### src/rtl/fqks_pkg.sv
`timescale 1ns / 1ps
// Shared constants, operation codes and result word type for the key-search FIFO.
// No dependencies.
package fqks_pkg;

   localparam int QUEUE_DEPTH = 16;
   localparam int KEY_WIDTH   = 32;
   localparam int PTR_WIDTH   = (QUEUE_DEPTH > 1) ? $clog2(QUEUE_DEPTH) : 1;
   localparam int CNT_WIDTH   = $clog2(QUEUE_DEPTH + 1);
   localparam int OP_WIDTH    = 2;

   typedef enum logic [OP_WIDTH-1:0] {
      OP_ENQUEUE = 2'd0,
      OP_DEQUEUE = 2'd1,
      OP_SEARCH  = 2'd2,
      OP_CLEAR   = 2'd3
   } op_type;

   typedef struct packed {
      logic                        success;
      logic signed [KEY_WIDTH-1:0] key_out;
      logic [PTR_WIDTH-1:0]        match_position;
      logic                        full_drop;
      logic [CNT_WIDTH-1:0]        entry_count;
      logic                        is_empty;
      logic signed [KEY_WIDTH-1:0] head_key;
      logic signed [KEY_WIDTH-1:0] tail_key;
   } result_type;

   function automatic logic [PTR_WIDTH-1:0] next_slot(input logic [PTR_WIDTH-1:0] slot);
      if (slot == PTR_WIDTH'(QUEUE_DEPTH - 1)) begin
         return '0;
      end
      return slot + PTR_WIDTH'(1);
   endfunction

endpackage

### src/rtl/fqks_ram.sv
`timescale 1ns / 1ps
// Generic single-write, single-read synchronous RAM, registered read data.
// No dependencies.
module fqks_ram #(
   parameter int DEPTH = 16,
   parameter int WIDTH = 32
) (
   input  logic                                         clock,
   input  logic                                         wr_en,
   input  logic [((DEPTH > 1) ? $clog2(DEPTH) : 1)-1:0] wr_addr,
   input  logic [WIDTH-1:0]                             wr_data,
   input  logic [((DEPTH > 1) ? $clog2(DEPTH) : 1)-1:0] rd_addr,
   output logic [WIDTH-1:0]                             rd_data
);

   logic [WIDTH-1:0] mem [DEPTH];

   always_ff @(posedge clock) begin
      if (wr_en) begin
         mem[wr_addr] <= wr_data;
      end
      rd_data <= mem[rd_addr];
   end

endmodule

### src/rtl/fqks_seq.sv
`timescale 1ns / 1ps
// Operation sequencer: queue pointers, occupancy, head/tail key tracking and the search scan.
// Depends on fqks_pkg and fqks_ram.
module fqks_seq (
   input  logic                                 clock,
   input  logic                                 reset,
   input  logic                                 start,
   output logic                                 busy,
   input  logic [fqks_pkg::OP_WIDTH-1:0]        req_operation,
   input  logic signed [fqks_pkg::KEY_WIDTH-1:0] req_key_in,
   output logic                                 done,
   output fqks_pkg::result_type                 result
);
   import fqks_pkg::*;

   typedef enum logic [2:0] {
      S_IDLE,
      S_DEQ_RD,
      S_DEQ_HD,
      S_SEARCH,
      S_DONE
   } state_type;

   state_type                  state_ff, state_in;
   logic [KEY_WIDTH-1:0]       key_ff, key_in;
   logic [PTR_WIDTH-1:0]       head_ff, head_in;
   logic [PTR_WIDTH-1:0]       tail_ff, tail_in;
   logic [CNT_WIDTH-1:0]       count_ff, count_in;
   logic [PTR_WIDTH-1:0]       scan_slot_ff, scan_slot_in;
   logic [PTR_WIDTH-1:0]       scan_idx_ff, scan_idx_in;
   logic                       success_ff, success_in;
   logic [KEY_WIDTH-1:0]       key_out_ff, key_out_in;
   logic [PTR_WIDTH-1:0]       pos_ff, pos_in;
   logic                       drop_ff, drop_in;
   logic [KEY_WIDTH-1:0]       head_key_ff, head_key_in;
   logic [KEY_WIDTH-1:0]       tail_key_ff, tail_key_in;

   logic                       wr_en;
   logic [PTR_WIDTH-1:0]       rd_addr;
   logic [KEY_WIDTH-1:0]       rd_data;

   fqks_ram #(
      .DEPTH (QUEUE_DEPTH),
      .WIDTH (KEY_WIDTH)
   ) u_ram (
      .clock   (clock),
      .wr_en   (wr_en),
      .wr_addr (tail_ff),
      .wr_data (req_key_in),
      .rd_addr (rd_addr),
      .rd_data (rd_data)
   );

   always_comb begin
      state_in     = state_ff;
      key_in       = key_ff;
      head_in      = head_ff;
      tail_in      = tail_ff;
      count_in     = count_ff;
      scan_slot_in = scan_slot_ff;
      scan_idx_in  = scan_idx_ff;
      success_in   = success_ff;
      key_out_in   = key_out_ff;
      pos_in       = pos_ff;
      drop_in      = drop_ff;
      head_key_in  = head_key_ff;
      tail_key_in  = tail_key_ff;
      wr_en        = 1'b0;
      rd_addr      = head_ff;

      case (state_ff)
         S_IDLE: begin
            if (start) begin
               key_in     = req_key_in;
               success_in = 1'b0;
               key_out_in = '0;
               pos_in     = '0;
               drop_in    = 1'b0;
               state_in   = S_DONE;
               case (op_type'(req_operation))
                  OP_ENQUEUE: begin
                     if (count_ff == CNT_WIDTH'(QUEUE_DEPTH)) begin
                        drop_in = 1'b1;
                     end else begin
                        wr_en       = 1'b1;
                        tail_in     = next_slot(tail_ff);
                        count_in    = count_ff + CNT_WIDTH'(1);
                        tail_key_in = req_key_in;
                        success_in  = 1'b1;
                        if (count_ff == '0) begin
                           head_key_in = req_key_in;
                        end
                     end
                  end
                  OP_DEQUEUE: begin
                     if (count_ff != '0) begin
                        state_in = S_DEQ_RD;
                     end
                  end
                  OP_SEARCH: begin
                     if (count_ff != '0) begin
                        scan_slot_in = head_ff;
                        scan_idx_in  = '0;
                        state_in     = S_SEARCH;
                     end
                  end
                  default: begin
                     head_in    = '0;
                     tail_in    = '0;
                     count_in   = '0;
                     success_in = 1'b1;
                  end
               endcase
            end
         end
         S_DEQ_RD: begin
            key_out_in = rd_data;
            success_in = 1'b1;
            head_in    = next_slot(head_ff);
            count_in   = count_ff - CNT_WIDTH'(1);
            rd_addr    = next_slot(head_ff);
            state_in   = (count_ff == CNT_WIDTH'(1)) ? S_DONE : S_DEQ_HD;
         end
         S_DEQ_HD: begin
            head_key_in = rd_data;
            state_in    = S_DONE;
         end
         S_SEARCH: begin
            rd_addr = next_slot(scan_slot_ff);
            if (rd_data == key_ff) begin
               success_in = 1'b1;
               pos_in     = scan_idx_ff;
               state_in   = S_DONE;
            end else if (CNT_WIDTH'(scan_idx_ff) + CNT_WIDTH'(1) == count_ff) begin
               state_in = S_DONE;
            end else begin
               scan_idx_in  = scan_idx_ff + PTR_WIDTH'(1);
               scan_slot_in = next_slot(scan_slot_ff);
            end
         end
         S_DONE: begin
            state_in = S_IDLE;
         end
         default: begin
            state_in = S_IDLE;
         end
      endcase
   end

   always_ff @(posedge clock) begin
      if (reset) begin
         state_ff <= S_IDLE;
         head_ff  <= '0;
         tail_ff  <= '0;
         count_ff <= '0;
      end else begin
         state_ff <= state_in;
         head_ff  <= head_in;
         tail_ff  <= tail_in;
         count_ff <= count_in;
      end
      key_ff       <= key_in;
      scan_slot_ff <= scan_slot_in;
      scan_idx_ff  <= scan_idx_in;
      success_ff   <= success_in;
      key_out_ff   <= key_out_in;
      pos_ff       <= pos_in;
      drop_ff      <= drop_in;
      head_key_ff  <= head_key_in;
      tail_key_ff  <= tail_key_in;
   end

   assign busy = (state_ff != S_IDLE);
   assign done = (state_ff == S_DONE);

   always_comb begin
      result.success        = success_ff;
      result.key_out        = key_out_ff;
      result.match_position = pos_ff;
      result.full_drop      = drop_ff;
      result.entry_count    = count_ff;
      result.is_empty       = (count_ff == '0);
      result.head_key       = (count_ff == '0) ? '0 : head_key_ff;
      result.tail_key       = (count_ff == '0) ? '0 : tail_key_ff;
   end

endmodule

### src/rtl/fifo_queue_with_key_search_core.sv
`timescale 1ns / 1ps
// Top level of the key-search FIFO: sequencer plus the registered result word.
// Depends on fqks_pkg and fqks_seq.
//
//   Channel    Handshake            Fields
//   request    start / busy         req_operation, req_key_in
//   response   rsp_strobe (1 cycle) rsp_success .. rsp_tail_key
//
// Enqueue, clear, and dequeue or search on an empty queue: straight from idle to done; word registered from done.
// Dequeue: key read, then new head read from the RAM (skipped when the last entry leaves), then done.
// Search: scans entries from the head up to the first match (max 16), one RAM read per
// cycle. Synchronous reset empties the queue; RAM contents kept.
// The receiver cannot stall; each response word is shown for one cycle.
module fifo_queue_with_key_search_core (
   input  logic                                  clock,
   input  logic                                  reset,
   input  logic                                  start,
   output logic                                  busy,
   input  logic [fqks_pkg::OP_WIDTH-1:0]         req_operation,
   input  logic signed [fqks_pkg::KEY_WIDTH-1:0] req_key_in,
   output logic                                  rsp_strobe,
   output logic                                  rsp_success,
   output logic signed [fqks_pkg::KEY_WIDTH-1:0] rsp_key_out,
   output logic [fqks_pkg::PTR_WIDTH-1:0]        rsp_match_position,
   output logic                                  rsp_full_drop,
   output logic [fqks_pkg::CNT_WIDTH-1:0]        rsp_entry_count,
   output logic                                  rsp_is_empty,
   output logic signed [fqks_pkg::KEY_WIDTH-1:0] rsp_head_key,
   output logic signed [fqks_pkg::KEY_WIDTH-1:0] rsp_tail_key
);
   import fqks_pkg::*;

   logic       done;
   result_type result;
   logic       strobe_ff;
   result_type word_ff;

   fqks_seq u_seq (
      .clock         (clock),
      .reset         (reset),
      .start         (start),
      .busy          (busy),
      .req_operation (req_operation),
      .req_key_in    (req_key_in),
      .done          (done),
      .result        (result)
   );

   always_ff @(posedge clock) begin
      if (reset) begin
         strobe_ff <= 1'b0;
      end else begin
         strobe_ff <= done;
      end
      if (done) begin
         word_ff <= result;
      end
   end

   assign rsp_strobe         = strobe_ff;
   assign rsp_success        = word_ff.success;
   assign rsp_key_out        = word_ff.key_out;
   assign rsp_match_position = word_ff.match_position;
   assign rsp_full_drop      = word_ff.full_drop;
   assign rsp_entry_count    = word_ff.entry_count;
   assign rsp_is_empty       = word_ff.is_empty;
   assign rsp_head_key       = word_ff.head_key;
   assign rsp_tail_key       = word_ff.tail_key;

endmodule

### config.mk
export PLATFORM = sky130hd
export DESIGN_NAME = fifo_queue_with_key_search_core
export DESIGN_NICKNAME = d
export VERILOG_FILES = /design/src/rtl/fqks_pkg.sv /design/src/rtl/fqks_ram.sv /design/src/rtl/fqks_seq.sv /design/src/rtl/fifo_queue_with_key_search_core.sv
export SDC_FILE = /design/constraint.sdc
export NUM_CORES = 1
export LEC_CHECK = 0
export ABC_AREA = 1
export BUFFER_PORTS_ARGS = -buffer_cell sky130_fd_sc_hd__buf_4
export CAP_MARGIN = 0
export CORE_UTILIZATION = 40
export CTS_CLUSTER_DIAMETER = 200
export DETAILED_ROUTE_END_ITERATION = 10
export PLACE_DENSITY = 0.58
export SLEW_MARGIN = 20
export SYNTH_ARGS = -nofsm -noshare
export SYNTH_HDL_FRONTEND = slang
export SYNTH_SLANG_ARGS = --single-unit
### constraint.sdc
create_clock -name clock -period 9.24 [get_ports clock]
set_input_delay 2.772 -clock clock [delete_from_list [all_inputs] [get_ports clock]]
set_output_delay 2.772 -clock clock [all_outputs]
set_load 0.01 [all_outputs]
## After elaboration in Yosys (flattened, before gate mapping)

Memories as Yosys holds them, arrays and structs flattened. A register that Yosys moved wholly into a read port is not among the register bits.
Cells that the tools add are included.

| cells by class | value |
|---|---|
| add/subtract/negate cells | 7 |
| equal/unequal tests | 27 |
| mux-type cells | 70 |
| bitwise operators | 2 |
| reduce and logical (&&, ||, !) cells | 22 |

Operator list:

| kind | number |
|---|---|
| $mux 32 | 5 |
| $pmux 32 s2 | 2 |
| $mux 4 | 22 |
| $pmux 4 s2 | 6 |
| $eq 32x32->1 | 1 |
| $mux 1 | 21 |
| $ne 2x2->1 const B | 10 |
| $pmux 5 s2 | 2 |
| $mux 3 | 6 |
| $add 4x1->4 const B | 4 |
| $eq 4x4->1 const B | 3 |
| $pmux 3 s4 | 1 |
| $reduce_and 4->1 | 3 |
| $mux 5 | 2 |
| $reduce_and 3->1 | 3 |
| $eq 3x2->1 const B | 2 |
| $pmux 3 s2 | 1 |
| $reduce_and 2->1 | 3 |
| $reduce_and 6->1 | 1 |
| $reduce_bool 2->1 | 3 |
| $reduce_bool 3->1 | 2 |
| $add 4x1->5 const B | 1 |
| $add 5x1->5 const B | 1 |
| $eq 5x1->1 const B | 1 |
| other kinds (20) | 22 |

| word-level totals | value |
|---|---|
| register bits after elaboration | 267 |
| memory bits (writable) | 512 |
| bits of input ports | 37 |
| output and inout port bits | 110 |
| word-level logic and storage cells | 151 |
| memories kept | 1 |

Memory list:

| name | words | bits a word | rd ports | clocked after memory_dff | write ports | RTL line | source |
|---|---|---|---|---|---|---|---|
| u_seq.u_ram.mem | 16 | 32 | 1 | 1 | 1 | fqks_ram.sv:16 | `logic [WIDTH-1:0] mem [DEPTH];` |

## Logic depth before layout (Yosys ltp)

Gate-level depths: netlist of the first run.

| depth | value |
|---|---|
| word-level depth | 9 |
| depth in mapped cells | 14 |
| depth with buffers taken out | 12 |

## Hierarchy

Synthesis of the first run repeated with hierarchy kept, for this count alone.

| second synthesis, totals | value |
|---|---|
| cell total of the unflattened synthesis | 2,969 |
| area total of the unflattened synthesis | 33,310.7 µm² |

By module, submodules not included:

| module | times used | cells each | area an instance (µm²) | seq. area each (µm²) |
|---|---|---|---|---|
| fqks_ram | 1 | 2,120 | 22,730.6 | 16,015.4 |
| fqks_seq | 1 | 738 | 7,307.0 | 4,584.4 |
| fifo_queue_with_key_search_core | 1 | 111 | 3,273.1 | 3,263.1 |

## Least setup slack after synthesis of the first run

OpenSTA, ideal clock, no wires.

| timing path | value |
|---|---|
| path kind | reg2reg |
| start | register u_seq.state_ff[1] |
| end | register word_ff (netlist bit rsp_entry_count[0]) (enable) |
| setup time | 0.707 ns |
| data arrival time | 7.749 ns |
| data required time | 8.533 ns |
| path slack | 0.784 ns |
| stages on the path, launching flop included | 2 |
| path buffers | 0 |
| cell sequence | dfxtp_1 -> nor3_1 |

| between the ends | value |
|---|---|
| word-level cells in the longest chain between the ends | 1 |

Ends and longest elaborated chain:

| item | RTL line | source |
|---|---|---|
| start, declared | fqks_seq.sv:24 | `state_type state_ff, state_in;` |
| start signal, assigned | fqks_seq.sv:157 | `state_ff <= state_in;` |
| $eq 3x3->1 | fqks_seq.sv:174 | `assign done = (state_ff == S_DONE);` |
| named net done | fifo_queue_with_key_search_core.sv:33 | `logic done;` |
| end signal, assigned | fifo_queue_with_key_search_core.sv:56 | `word_ff <= result;` |
| end, declared | fifo_queue_with_key_search_core.sv:36 | `result_type word_ff;` |

The timed path passes the listed nets, and every way through them passes these cells.
A chain may end at the register's enable or synchronous reset.

## Worst setup path after layout of the first run

| timing path | value |
|---|---|
| start | input req_operation[0] in the netlist's numbering |
| end | memory u_seq.u_ram.mem[13][0] (enable) |

| between the ends | value |
|---|---|
| word-level cells in the longest chain between the ends | 6 |

Ends and longest elaborated chain:

| item | RTL line | source |
|---|---|---|
| start, declared | fifo_queue_with_key_search_core.sv:19 | `input logic [fqks_pkg::OP_WIDTH-1:0] req_operation,` |
| $logic_not 2->1 | fqks_seq.sv:80 | `case (op_type'(req_operation))` |
| $mux 1 | fqks_seq.sv:80 |  |
| $mux 1 | fqks_seq.sv:73 | `if (start) begin` |
| $mux 1 | fqks_seq.sv:71 | `case (state_ff)` |
| $mux 1 | fqks_ram.sv:19 | `if (wr_en) begin` |
| $mux 1 (implied by the code) | fqks_ram.sv:20 | `mem[wr_addr] <= wr_data;` |
| end, declared | fqks_ram.sv:16 |  |

Every way passes these cells.

==> results of run 1 <==
-- cell type report --
cell class | count | area [µm²] | area share [%]
Sequential cell | 811 | 23900 | 62.0
Tap cell | 1070 | 1340 | 3.48
Inverter | 496 | 1860 | 4.84
Antenna cell | 2 | 5.00 | 0.0130
Multi-Input combinational cell | 1451 | 7260 | 18.9
Clock buffer | 104 | 2300 | 5.97
Timing Repair Buffer | 175 | 1390 | 3.61
Clock inverter | 49 | 443 | 1.15
-- synthesized netlist by cell type, types with 2 or more instances --
cell type / n / area share [%]
sky130_fd_sc_hd__buf_4: 8 / 0.18
sky130_fd_sc_hd__buf_2: 84 / 1.3
sky130_fd_sc_hd__a21oi_1: 17 / 0.25
sky130_fd_sc_hd__nand3_1: 605 / 9.0
sky130_fd_sc_hd__dfxtp_1: 49 / 2.9
sky130_fd_sc_hd__inv_2: 4 / 0.045
sky130_fd_sc_hd__a211oi_1: 3 / 0.067
sky130_fd_sc_hd__edfxtp_1: 762 / 68
sky130_fd_sc_hd__nand3_2: 2 / 0.060
sky130_fd_sc_hd__buf_1: 12 / 0.13
sky130_fd_sc_hd__nand4_1: 3 / 0.056
sky130_fd_sc_hd__nand3b_1: 99 / 2.2
sky130_fd_sc_hd__nor3_1: 3 / 0.045
sky130_fd_sc_hd__inv_1: 491 / 5.5
sky130_fd_sc_hd__nand2_1: 517 / 5.8
sky130_fd_sc_hd__or2_2: 8 / 0.15
sky130_fd_sc_hd__xnor2_1: 27 / 0.71
sky130_fd_sc_hd__xor2_1: 9 / 0.24
sky130_fd_sc_hd__o21a_1: 2 / 0.045
sky130_fd_sc_hd__clkbuf_1: 45 / 0.50
sky130_fd_sc_hd__nor2_1: 82 / 0.92
sky130_fd_sc_hd__o21ai_0: 48 / 0.72
sky130_fd_sc_hd__ha_1: 15 / 0.56
-- critical path, delay by kind of cell --
kind,cells,cell delay (ns)
simple gates,4,1.55
fa+ha+maj,1,0.31
buf+inv,2,0.19
-- per-stage QoR --
step / setup slack, ns / hold slack (ns) / power, mW / cells
6_report: 4.62 / 0.416 / 8.27 / 4158
5_1_grt: 4.39 / 0.422 / 8.57 / 4156
4_1_cts: 4.60 / 0.415 / 8.35 / 4151
3_5_place_dp: 3.94 / 0.405 / 5.04 / 3998
3_3_place_gp: 3.97 / 0.406 / 5.02 / 3998
2_1_floorplan: 0.784 / 0.400 / 4.75 / 2908
-- final timing paths --
kind                        startpoint                 endpoint  cells past startpoint
setup / recovery      req_operation[0]   u_seq.u_ram.mem[13][0]                      7
hold / removal    u_seq.key_out_ff[25]          rsp_key_out[25]                      0
setup reg to reg     u_seq.state_ff[1]  u_seq.u_ram.rd_data[20]                     12
hold reg to reg   u_seq.key_out_ff[25]          rsp_key_out[25]                      0
-- kinds of logic after synthesis --
kind of cell | after synthesis
AOI/OAI and AO/OA | 76
and+or+nand+nor | 1324
buffers and inverters | 646
xor gates and xnor gates | 36
DFF | 811
adders and majority gates | 15
-- per-layer routing --
| metal | track usage [%] | share of wire [%] |
|---|---|---|
| met4 | 4.76 | 1.7 |
| met1 | 24.6 | 44 |
| met5 | 0 | 0 |
| met3 | 3.37 | 6.9 |
| met2 | 29.4 | 47 |
-- power breakdown --
group          internal, mW  switching [mW]  leakage [nW]  total, mW
clock network          1.94            1.38          1.34       3.32
logic                 0.210           0.469          6.86      0.679
registers              4.21          0.0544          7.38       4.27
-- sequential cells by signal (all words and copies together) (netlist names), 32 cells and up --
signal / count
u_seq.u_ram.mem: 512
u_seq.u_ram.rd_data: 32
u_seq.head_key_ff: 32
u_seq.tail_key_ff: 32
rsp_head_key: 32
u_seq.key_ff: 32
u_seq.key_out_ff: 32
rsp_key_out: 32
rsp_tail_key: 32
==> results by stage, run 1 <==
Drt:
- For this run, the detailed router's first-pass iteration total came to 5.
- The remaining number of nets flagged by the antenna check after routing is 0.
- The post-detailed-route via-to-cell ratio is 5.00.
- The number of DRC markers in iteration 0 is 1584.
- The routed layout has 20800 vias.
- After detailed routing, the average wire length per cell comes to 18.5 µm.
- For this run, design rule violations remaining after detail routing come to 0.
- The routed design has 77.1 mm of wire.

Cells and area:
- Compared with the post-synthesis result, the final layout area differs by 14.8%.
- The number of nets in the layout is 3069.
- The cell area after layout is 38500 µm².
- The top cell types in the final layout, fill and taps aside, are 762 x sky130_fd_sc_hd__edfxtp_1, 604 x sky130_fd_sc_hd__nand3_1, 515 x sky130_fd_sc_hd__nand2_1.
- Leaving out fill and tap cells, the most frequent cell in the layout is sky130_fd_sc_hd__edfxtp_1.
- The number of fillers in the final layout is 7409.
- In the final layout, the share of cells above drive strength 1 is 11.4%.
- Cells fill 46.6% of the core in the end.

Synthesis:
- The cell count after synthesis came out at 2908.
- A synthesized cell averages 11.5 µm².
- The post-synthesis sequential area ratio is 71.2%.
- For this run, the number of Yosys warnings is 0.
- Of the total synthesized cell area, the portion taken by XOR and XNOR cells is 0.941%.
- The count of different cell masters after synthesis is 36.
- The portion of synthesized area spent on multiplexers is 0%.
- The share of flip-flops with an asynchronous set or reset is 0%.
- The area share of and/or/nand/nor cells after synthesis is 18.4%.
- After synthesis the cells add up to 33500 µm².
- The synthesized flop and latch total is 811.
- The number of nets in the synthesized netlist is 2960.
- The synthesized netlist devotes 0.560% of its cell area to adder and majority cells.
- The most used flip-flop cell after synthesis is sky130_fd_sc_hd__edfxtp_1.
- The combinational family with the most area after synthesis is simple AND/OR/NAND/NOR gates.
- The synthesized design contains 762 enable-type register cells.
- Summing the areas of all compound-gate instances in the mapped netlist gives 1.22% of the synthesized area.

Floorplanning:
- The die footprint is 84900 µm².
- The floorplan has 105 rows.
- The overall die height is 291 µm.
- 147 I/O pins were placed.
- The area of the core is 82500 µm².
- The initial core utilization is 40.6%.
- The die is 291 µm wide.

Setup path:
- The required time of the critical path is 9.47 ns.
- The master of the slowest instance on the critical path is sky130_fd_sc_hd__nor2_4.
- In this design, the stage delay of the slowest critical-path cell is 0.92 ns.
- Setup slack on the worst reg-to-reg path comes out at 4.81 ns.
- In this run the worst path has a maximum fanout of 32.
- The signal on the critical path passes through buf_4, inv_1, ha_1, nand2_1, nor2_4, nand2_1, nor2_4.
- The worst setup path is launched from an input port.
- The arrival time of data at the critical path endpoint is 4.85 ns.
- The worst setup path is captured at a register.
- The critical path start-end classification is in -> reg.

Hold path:
- The worst hold-check path type is reg -> reg.

Placed design:
- Detailed placement finished with a half-perimeter wire length of 46.7 mm.
- Buffers placed on the I/O ports in this run total 146.
- The global placer's final weighted congestion is 0.831.
- After detailed placement, the total cell area comes to 35600 µm².

STA:
- Setup repair after global routing left no endpoint under its margin.
- The aggregate negative setup slack is 0 ns.
- At the pin with the least slew margin, the transition time is 1.09 ns.
- In this run the tightest slew margin relative to its limit is 27.1%.
- The final critical-path share of the clock period is 50.0%.
- The fmax is 0.217 GHz.
- Setup violations remaining at the end of the flow were counted as 0.
- The number of hold-slack violations in the final timing report is 0.
- The number of max-slew violations in the final report is 0.
- The setup skew after layout is 0.0158 ns.
- For the finished layout, the period the worst path requires is 4.62 ns.

Power and ir drop:
- The peak supply drop is 0.124 mV.
- The power per cell area is 215 nW/µm².
- The analysis attributes to cell leakage a power of 15.6 nW.

Global route:
- The total overflow reported by the global router is 0.
- Entering global routing, the biggest net connects 146 pins.
- The first-pass GRT wire length is 118 mm.
- The overall fraction of global-route tracks in use is 18.0%.
- The initial antenna violation count is 2.
- The via count of the first global-routing pass came to 20100.

Clocking:
- At the later pin of the worst-skew pair, clock insertion delay measures 0.62 ns.
- The clock drives 811 sinks.
- The cts-stage hold buffer count is 0.
- TritonCTS created 82 clock buffers.
- The master cell of the clock root buffer is sky130_fd_sc_hd__clkbuf_16.
- The number of H-tree levels is 3.
- Clock-pin slew was measured on the worst setup and hold paths at 0.06 ns.
- The clock passes through at most 3 buffers.
- TritonCTS built the clock tree.
- The post-CTS repair timing setup buffer count is 0.
- The count of instances resized after the clock tree is built is 0.

Flow run:
- The count of max-cap constraint violations is 0.

Run status:
- The run finished with clean final reports.
Note: power is estimated with default switching activity, not from simulation.
==> inputs of run 2 (changes only) <==
ABC_AREA = 0   (was 1)
PLACE_DENSITY = 0.6   (was 0.58)
clock period = 3.7 ns   (was 9.24 ns; I/O delays follow)
==> run 2 against run 1 <==
Compared with the run above:
- first-iteration DRC count down 28%
- critical path type is now reg -> reg
- hold slack better by 0.0023 ns
- critical path depth is 2 higher
- largest power group unchanged
- sequential power up 140%
- total power is 130% higher
==> results by stage, run 2 <==
STA:
- The routed design could run at a clock period as short as 3.10 ns.
- The aggregate negative setup slack is 0 ns (unchanged).
- The fmax is 0.322 GHz.
- Setup repair after global routing left no endpoint under its margin.
- The number of hold-slack violations in the final timing report was 0 (unchanged).
- The number of max-slew violations in the final report came to 0 (unchanged).
- The setup-violating endpoint count in the final report was 0 (unchanged).
- The worst path uses 83.9% of the clock period.
- The transition time at the pin with the least slew margin is 0.933 ns (-0.159 ns).
- The setup skew after layout is 0.0222 ns (+0.00647 ns).
- The worst slew margin relative to its limit is 37.8% (+11 points).
- The worst setup margin is 0.597 ns (-4.03 ns).

Synthesis:
- The post-synthesis area per instance is 17.4 µm² (+51%).
- The most used flip-flop cell after synthesis is sky130_fd_sc_hd__edfxtp_1.
- After synthesis, the cell types taking the most area are sky130_fd_sc_hd__edfxtp_1 73%, sky130_fd_sc_hd__mux2i_1 6.2%, sky130_fd_sc_hd__mux2_2 3.4%, sky130_fd_sc_hd__dfxtp_1 3.1%, sky130_fd_sc_hd__nor2b_1 2.6%.
- The count of flip-flops with a built-in enable after synthesis came to 762 (unchanged).
- In the synthesized netlist, the cells that appear most often are 762 x sky130_fd_sc_hd__edfxtp_1, 193 x sky130_fd_sc_hd__mux2i_1, 132 x sky130_fd_sc_hd__nor2b_1, 95 x sky130_fd_sc_hd__mux2_2, 85 x sky130_fd_sc_hd__a21oi_1.
- The number of instances in the synthesized netlist is 1801 (-38%).
- The number of nets in the synthesized netlist was 1853 (-37%).
- The post-synthesis cell area is 31400 µm² (-6.4%).
- The portion of synthesized cell area occupied by the leading cell type came to 72.9% (+4.6 points).
- The synthesized flop and latch total is 811 (unchanged).
- The post-synthesis sequential area ratio came to 76.1% (+4.8 points).
- The count of different cell masters after synthesis is 54 (+50%).
- The leading area contributor after synthesis is sky130_fd_sc_hd__edfxtp_1.
- The share of flip-flops with an asynchronous set or reset is 0% (unchanged).
- The cell with the most instances after synthesis is sky130_fd_sc_hd__edfxtp_1.
- The total number of yosys warnings is 0 (unchanged).

Cells and area:
- The library cells used most frequently in the layout, excluding fill and tap cells, are 762 x sky130_fd_sc_hd__edfxtp_1, 193 x sky130_fd_sc_hd__mux2i_1, 178 x sky130_fd_sc_hd__buf_4.
- The relative area change from synthesis to final layout is 17.0%.
- The library cell used most frequently in the layout, excluding fill and tap cells, is sky130_fd_sc_hd__edfxtp_1.
- The proportion of layout cells with a drive suffix above 1 came to 21.9% (+11 points).
- The register containing the most flip-flops in the final layout is u_seq.u_ram.mem.
- The cell area after layout is 36700 µm² (-4.6%).
- The number of nets in the layout is 2039 (-34%).
- The flip-flop count of the largest register after layout is 512 (unchanged).

Global route:
- The layer flagged by global routing as most heavily used is met2.
- The met2 global-route usage is 26.0% (-3.3 points).
- The largest net degree at the start of global routing is 70 (-52%).
- The fraction of met3 tracks used by global routing is 2.73% (-0.63 points).
- The first-pass GRT wire length is 98.4 mm (-16%).
- The initial antenna violation count came to 1 (-1).
- The via count of the first global-routing pass is 15700 (-22%).
- The global routing usage on met1 came to 23.7% (-0.88 points).
- The overall fraction of global-route tracks in use is 16.6% (-1.4 points).
- The total overflow reported by the global router is 0 (unchanged).

Drt:
- The routed wire length is 66.0 mm (-14%).
- The post-detailed-route via-to-cell ratio is 5.14 (+2.8%).
- The via count is 15900 (-24%).
- The remaining number of nets flagged by the antenna check after routing is 0 (unchanged).
- The number of iterations in the first detailed-routing pass is 5 (unchanged).
- The number of remaining DRC errors was 0 (unchanged).
- The per-cell routed wire length is 21.3 µm (+15%).
- The number of DRC markers in iteration 0 came to 1137 (-28%).

Clocking:
- The number of H-tree levels is 3 (unchanged).
- The count of instances resized after the clock tree is built is 0 (unchanged).
- The total clock buffers created by CTS is 78 (-4.9%).
- The clock latency on the worst-skew pair is 0.62 ns (about the same).
- TritonCTS built the clock tree.
- The number of clock sinks seen by CTS is 811 (unchanged).
- The maximum count of clock buffers along a single path is 3 (unchanged).
- The post-CTS repair timing setup buffer count is 0 (unchanged).
- The cts-stage hold buffer count is 0 (unchanged).
- The master cell of the clock root buffer is sky130_fd_sc_hd__clkbuf_16.
- The clock transition at the register clock pins on the worst setup and hold paths after CTS is 0.06 ns (about the same).

Setup path:
- The arrival time of data at the critical path endpoint came to 3.66 ns (-1.19 ns).
- The required time of the critical path is 4.26 ns (-5.21 ns).
- The largest stage delay on the critical path is 0.46 ns (-0.46 ns).
- The slack of the worst reg-to-reg path is 0.60 ns (-4.21 ns).
- The largest fanout on the critical path is 22 (-31%).
- Traced cell by cell, the critical path runs through ha_1, mux2i_1, nor2_4, a21oi_4, buf_4, mux2i_1, mux2_2, o22ai_1, a221o_1.
- The worst setup path is launched from a register.
- The master of the slowest instance on the critical path is sky130_fd_sc_hd__o22ai_1.
- The critical path is of the reg -> reg type.
- The worst setup path is captured at a register.
- The library cell appearing most often on the critical path is sky130_fd_sc_hd__mux2i_1.

Placed design:
- The area after detailed placement is 34200 µm² (-4.0%).
- The global placer's final weighted congestion was 0.806 (-3.0%).
- The count of input and output buffers is 146 (unchanged).
- The worst setup timing slack at the placement stage is 0.467 ns (-3.48 ns).
- The detailed-placement wirelength estimate is 40.4 mm (-13%).

Floorplanning:
- The die footprint is 79500 µm² (-6.3%).
- The overall die height is 282 µm (-3.2%).
- The number of rows in the core area is 102 (-2.9%).
- The horizontal extent of the die is 282 µm (-3.2%).
- The top-level port count is 147 (unchanged).
- The area of the core was 77500 µm² (-6.1%).
- The initial core utilization is 40.5% (-0.11 points).

Power and ir drop:
- The clock network power share was 40.9% (+0.8 points).
- The relative contribution of sequential cells to total power is 54.6% (+3.0 points).
- The power per cell area is 520 nW/µm² (+140%).
- The peak supply drop is 0.315 mV (+150%).
- The cell-internal power came to 15.2 mW (+140%).
- The combinational power share is 4.5% (-3.7 points).
- The power dissipated by switching net loads is 3.93 mW (+110%).
- The leakage power figure is 13.3 nW (-15%).
- The switching share of total power is 20.6% (-2.5 points).

Run status:
- The run finished with clean final reports.

Flow run:
- The count of max-cap constraint violations was 0 (unchanged).

Hold path:
- The tightest min-delay check is of the reg -> reg type.
run 2: cell count changes in the layout (fill, tap and decap cells not counted), sizes merged, moves of 99 or more:
cell	before	now
nand3	607	4
nand2	518	22
inv	498	17
mux2i	0	193
nor2b	0	132
nand3b	99	0
run 2: cell type report:
cell class,instances,area (µm²)
Clock inverter,23,249
Sequential cell,811,23900
Fill cell,6466,40800
Multi-Input combinational cell,879,7130
Inverter,16,82.6
Clock buffer,121,2280
Tap cell,1040,1300
Antenna cell,1,2.50
Timing Repair Buffer,201,1800
run 2: routing by layer:
layer / vias up / wire length [µm]
met2: 399 / 30800
li1: 7359 / -
met5: - / 0
met3: 85 / 3200
met1: 8061 / 30700
met4: 0 / 1180
run 2: critical path, delay by kind of cell, from the launching register on:
| family | cells | cell delay [ns] |
|---|---|---|
| AOI/OAI and AO/OA | 3 | 1.07 |
| muxes | 3 | 0.67 |
| buffers and inverters | 1 | 0.45 |
| DFF | 1 | 0.43 |
| adders and majority gates | 1 | 0.34 |
| and+or+nand+nor | 1 | 0.06 |
run 2: worst paths after layout:
path / startpoint / end / cells after the start
worst max-delay path: u_seq.scan_slot_ff[0] / u_seq.u_ram.rd_data[23] / 9
worst min-delay path: u_seq.key_out_ff[21] / rsp_key_out[21] / 0
worst max register to register: u_seq.scan_slot_ff[0] / u_seq.u_ram.rd_data[23] / 9
worst min register to register: u_seq.key_out_ff[21] / rsp_key_out[21] / 0
run 2: power by group through the flow:
stage / clock network [mW] / logic [mW] / registers [mW]
after global placement: 0 / 0.861 / 10.6
after detailed placement: 0 / 0.876 / 10.6
after global routing: 8.31 / 0.937 / 10.4
after CTS: 7.97 / 0.878 / 10.4
final: 7.81 / 0.861 / 10.4
after floorplan: 0 / 0.364 / 10.6
run 2: cells by family after synthesis:
kind of cell    Yosys count  synth area share (%)
flops                   811                  76.1
xor+xnor                 40                  1.12
simple gates            278                  5.05
buf+inv                 111                  1.91
fa+ha+maj                15                 0.598
mux                     291                  9.68
compound gates          255                  5.58
run 2: stage by stage:
step | total power [mW] | hold slack (ns) | std cells | utilization [%]
final | 19.1 | 0.418 | 3092 | 47.4
after global routing | 19.7 | 0.427 | 3091 | 47.4
after CTS | 19.3 | 0.420 | 3091 | 47.4
after detailed placement | 11.5 | 0.405 | 2947 | 44.1
after global placement | 11.5 | 0.404 | 2947 | 44.1
after floorplan | 11.0 | 0.400 | 1801 | -
